### src/rtl/hlce_ram.sv
// single write port, single registered read port memory
module hlce_ram #(
    parameter int W = 8,
    parameter int D = 32
) (
    input  logic                                aclk,
    input  logic                                we,
    input  logic [((D > 1) ? $clog2(D) : 1)-1:0] waddr,
    input  logic [W-1:0]                        wdata,
    input  logic                                re,
    input  logic [((D > 1) ? $clog2(D) : 1)-1:0] raddr,
    output logic [W-1:0]                        rdata
);
    logic [W-1:0] mem [D];
    logic [W-1:0] rdata_reg;

    always_ff @(posedge aclk) begin
        if (we) begin
            mem[waddr] <= wdata;
        end
        if (re) begin
            rdata_reg <= mem[raddr];
        end
    end

    assign rdata = rdata_reg;
endmodule

### config.mk
export PLATFORM = sky130hd
export DESIGN_NAME = hlce_ram
export DESIGN_NICKNAME = d
export VERILOG_FILES = /design/src/rtl/hlce_ram.sv
export SDC_FILE = /design/constraint.sdc
export NUM_CORES = 1
export LEC_CHECK = 0
export CAP_MARGIN = 20
export CORE_MARGIN = 8
export CORE_UTILIZATION = 60
export CTS_CLUSTER_DIAMETER = 200
export DETAILED_ROUTE_END_ITERATION = 10
export DONT_BUFFER_PORTS = 1
export PLACE_DENSITY = 0.76
export REMOVE_ABC_BUFFERS = 1
export SLEW_MARGIN = 15
export SYNTH_ARGS = -nofsm -noshare
export SYNTH_HDL_FRONTEND = slang
export SYNTH_SLANG_ARGS = --single-unit
### constraint.sdc
create_clock -name aclk -period 2.9 [get_ports aclk]
set_clock_uncertainty 0.2 [all_clocks]
set_input_delay 0.29 -clock aclk [delete_from_list [all_inputs] [get_ports aclk]]
set_output_delay 0.29 -clock aclk [all_outputs]
set_load 0.005 [all_outputs]
Yosys cells after proc, flatten, opt, wreduce, memory -nomap -nowiden
Memory sizes are Yosys's and may differ from the RTL's. A register that Yosys moved wholly into a read port is not among the register bits.
Cells that the tools add are included.
{"block": "word_totals", "regBits": 0, "latch_bits": 0, "ramBits": 256, "mem_bits_ro": 0, "in_bits": 21, "out_inout_bits": 8, "wordCells": 3, "mem_count": 1}
{"block": "classes", "add_sub_neg": 0, "n_mul": 0, "div_mod_pow": 0, "n_lt_le_gt_ge": 0, "eq_ne": 0, "shifts": 0, "n_mux": 2, "bitwise": 0, "reduce_logical": 0}
{"name": "mem", "words": 32, "width": 8, "read_ports": 1, "rd_clocked_by_memory_dff": 1, "write_ports": 1, "line": "14", "source": "logic [W-1:0] mem [D];"}
{"operator": "$mux 1", "n": 2}

Logic depth before layout (Yosys ltp)
{"block": "logic_depth", "depth_word": 2, "depth_mapped": 5, "ltp_nobuf": 3}

Least setup slack after synthesis
No wires, ideal clock.
{"block": "synth_path", "kind": "input to register", "from": "input port raddr[2] (netlist bit)", "to": "register rdata_reg[0], in the netlist rdata[0], read port of mem (data pin)", "setup_time_ns": 0.260, "t_arrival_ns": 1.972, "t_required_ns": 2.440, "slack_ns": 0.468, "cell_stages": 5, "n_path_buf": 2, "cell_sequence": "clkbuf_1 -> clkbuf_1 -> mux4_2 -> mux4_2 -> mux2_2"}
{"item": "start, declared", "line": "11", "source": "input logic [((D > 1) ? $clog2(D) : 1)-1:0] raddr,"}
{"item": "end, declared", "line": "15", "source": "logic [W-1:0] rdata_reg;"}

==> results.toml <==
[floorplan]
dieArea_um2 = 21300
start_util_pct = 61.3
die_h_um = 146
die_w_um = 146
design.core.area_um2 = 16500
rows = 47
io_pins = 29

[critical_path]
worstReg2RegStart = "mem[21][2]"
path_class = "flop to flop"
crit_top_cell = "mux4_2"
cp_max_fo = 1
cpPeakStageDelay_ns = 0.57
endpoint_kind = "flop"
slowest_stage = "dlygate4sd3_1"
critPathTopFamily = "multiplexers"
rr_worst_depth = 4
r2r_end = "rdata[2]"
start_kind = "flop"
crit_cells = 4
critical_path.startpoint = "mem[21][2]"
worst_ep_required_time_ns = 2.97
r2r_slack_ns = 0.17
crit_path_end = "rdata[2]"
crit_buf_inv = 1
crit_chain = "mux4_2 -> mux4_2 -> mux2_2 -> dlygate4sd3_1"
critPathArrivalTime_ns = 2.80

[yosys]
synth_top_area_cell = "edfxtp_1"
syn-instance-count = 417
syn_area_per_cell_um2 = 24.3
ys_seq_area_share_pct = 78.2
ys_ff_latch = 264
netlist_area_um2 = 10100
synth_warnings = 0
synth_top_area_share_pct = 78.2
synth_area_leaders = "edfxtp_1, mux4_2, nor2_1"
synth_cell_types = 14

[clock_network]
root_buffer = "clkbuf_16"
clock_path_buffers = 3
cts_sinks = 264
path_clk_slew_ns = 0.06
cts_setup_buffers = 0
cts_made_buffers = 25
htree_levels = 1
cts_hold_buffers = 19
clk_latency_ns = 0.52
cts_tree = "yes"
ctsResizeCount = 0

[routing]
wl_per_cell_um = 28.7
dr_wl_met3_um = 1930
routed_wl_um = 19900
ant_nets = 0
vias_per_cell = 6.56
drt_iter0_drc = 597
dr_wl_met2_um = 9100
dr.pass1.iters = 4
vias = 4547
drc = 0
wl_met1_um = 8440
routed.top_layer = "met4"

[placement]
place_congestion = 0.770
dp_hpwl_um = 11700
dpl.cell_count = 630
port_buffers = 0

[sta]
finalSetupTns_ns = 0
rsz0062_at_grt = "no"
tightest_slew_ns = 0.910
setup-violations-final = 0
timing.hold.ws_ns = 0.00869
drv_slew = 0
relSlewSlack_pct = 39.1
fin_crit_sh_pct = 94.0
fin_crit_ns = 2.73
hold_viol_final = 0
fmax_mhz = 367

[run]
drv_cap = 0

[status]
status = "complete, no violations"

[finish]
final_util_pct = 69.1
drive_above_1_share_pct = 30.7
largest_register_ffs = 256
diodes = 0
final_cells = 693
fill_cells = 975
final_nets = 478
area.growth.synth_to_final_pct = 12.7

[global_route]
grt_pass1_vias = 4498
antenna_found_initial = 0
track_usage_pct = 18.7
grt_first_pass_wirelength_um = 29500
grt_max_degree = 65
gr-total-overflow = 0

[power]
power.leakage_uw = 0.00354
peakVddDrop_mv = 0.468
p_per_area_nw_per_um2 = 674

[worst_hold_path]
worstHoldPathType = "primary input to flop"
[cells by family (layout without fill, tap and decap cells)]
group / after synthesis / after routing / share of synthesized area [%]
flops: 264 / 264 / 78.2
simple gates: 45 / 45 / 2.05
mux: 88 / 88 / 18.7
buf+inv: 20 / 76 / 1.05
[area by class of cell]
cell class / count / area, um^2 / share of cell area (%)
sequential: 264 / 7930 / 69.4
multi-input combinational: 133 / 2100 / 18.4
clock buffer: 30 / 644 / 5.64
timing repair buffer: 33 / 358 / 3.13
tap: 220 / 275 / 2.41
clock inverter: 13 / 116 / 1.02
[worst reg2reg max path, cell delays in order (launching register included)]
cell,delay (ns)
edfxtp_1,0.38
mux4_2,0.53
mux4_2,0.52
mux2_2,0.29
dlygate4sd3_1,0.57
[cell usage after synthesis]
cell type,count
nand3b_1,5
edfxtp_1,264
nor2_1,33
buf_4,6
nand3_1,2
buf_6,1
or3b_2,3
nand2_1,1
clkbuf_1,6
mux4_2,80
or3_1,1
buf_1,6
buf_2,1
mux2_2,8
[metal layers]
layer  up-vias  GRT usage [%]
met4         0           5.05
met5         -              0
met1      2414           29.3
met2       235           26.9
met3        33           2.89
li1       1865              -
[power by group]
| group | internal (uW) | leakage [uW] | total, uW | switching, uW |
|---|---|---|---|---|
| combinational | 179 | 0.000782 | 334 | 155 |
| sequential | 4260 | 0.00238 | 4280 | 22.1 |
| clock | 1760 | 0.000375 | 3090 | 1330 |
| total | 6190 | 0.00354 | 7700 | 1510 |
[placed cells by master (no fill, tap or decap)]
cell | netlist | final
buf_12 | 0 | 6
nand2_1 | 1 | 1
mux4_2 | 80 | 80
bufinv_16 | 0 | 2
nor2_1 | 33 | 33
inv_6 | 0 | 2
edfxtp_1 | 264 | 264
buf_8 | 0 | 1
clkinv_1 | 0 | 5
clkbuf_1 | 6 | 5
dlygate4sd3_1 | 0 | 12
clkinv_2 | 0 | 4
buf_4 | 6 | 13
nand3_1 | 2 | 2
or3b_2 | 3 | 3
clkbuf_16 | 0 | 25
mux2_2 | 8 | 8
nand3b_1 | 5 | 5
buf_2 | 1 | 1
or3_1 | 1 | 1
[metrics by stage]
stage	power [uW]	cell area [um^2]	worst slack [ns]
CTS	7730	11400	0.192
global placement	4590	10400	0.761
finish	7700	11400	0.173
global route	7880	11400	0.143
detailed placement	4590	10400	0.724
floorplan	4530	10000	0.948
[how the worst min path moves through the flow]
stage	cells after the start	startpoint	endpoint	slack (ns)
finish	2	raddr[4]	rdata[5]	0.009
global route	2	raddr[4]	rdata[7]	0.008
CTS	2	raddr[4]	rdata[5]	0.002
detailed placement	0	wdata[4]	mem[29][4]	0.19
global placement	0	wdata[4]	mem[28][4]	0.19
floorplan	0	wdata[0]	mem[0][0]	0.19
Note: power is estimated with default switching activity, not from simulation.
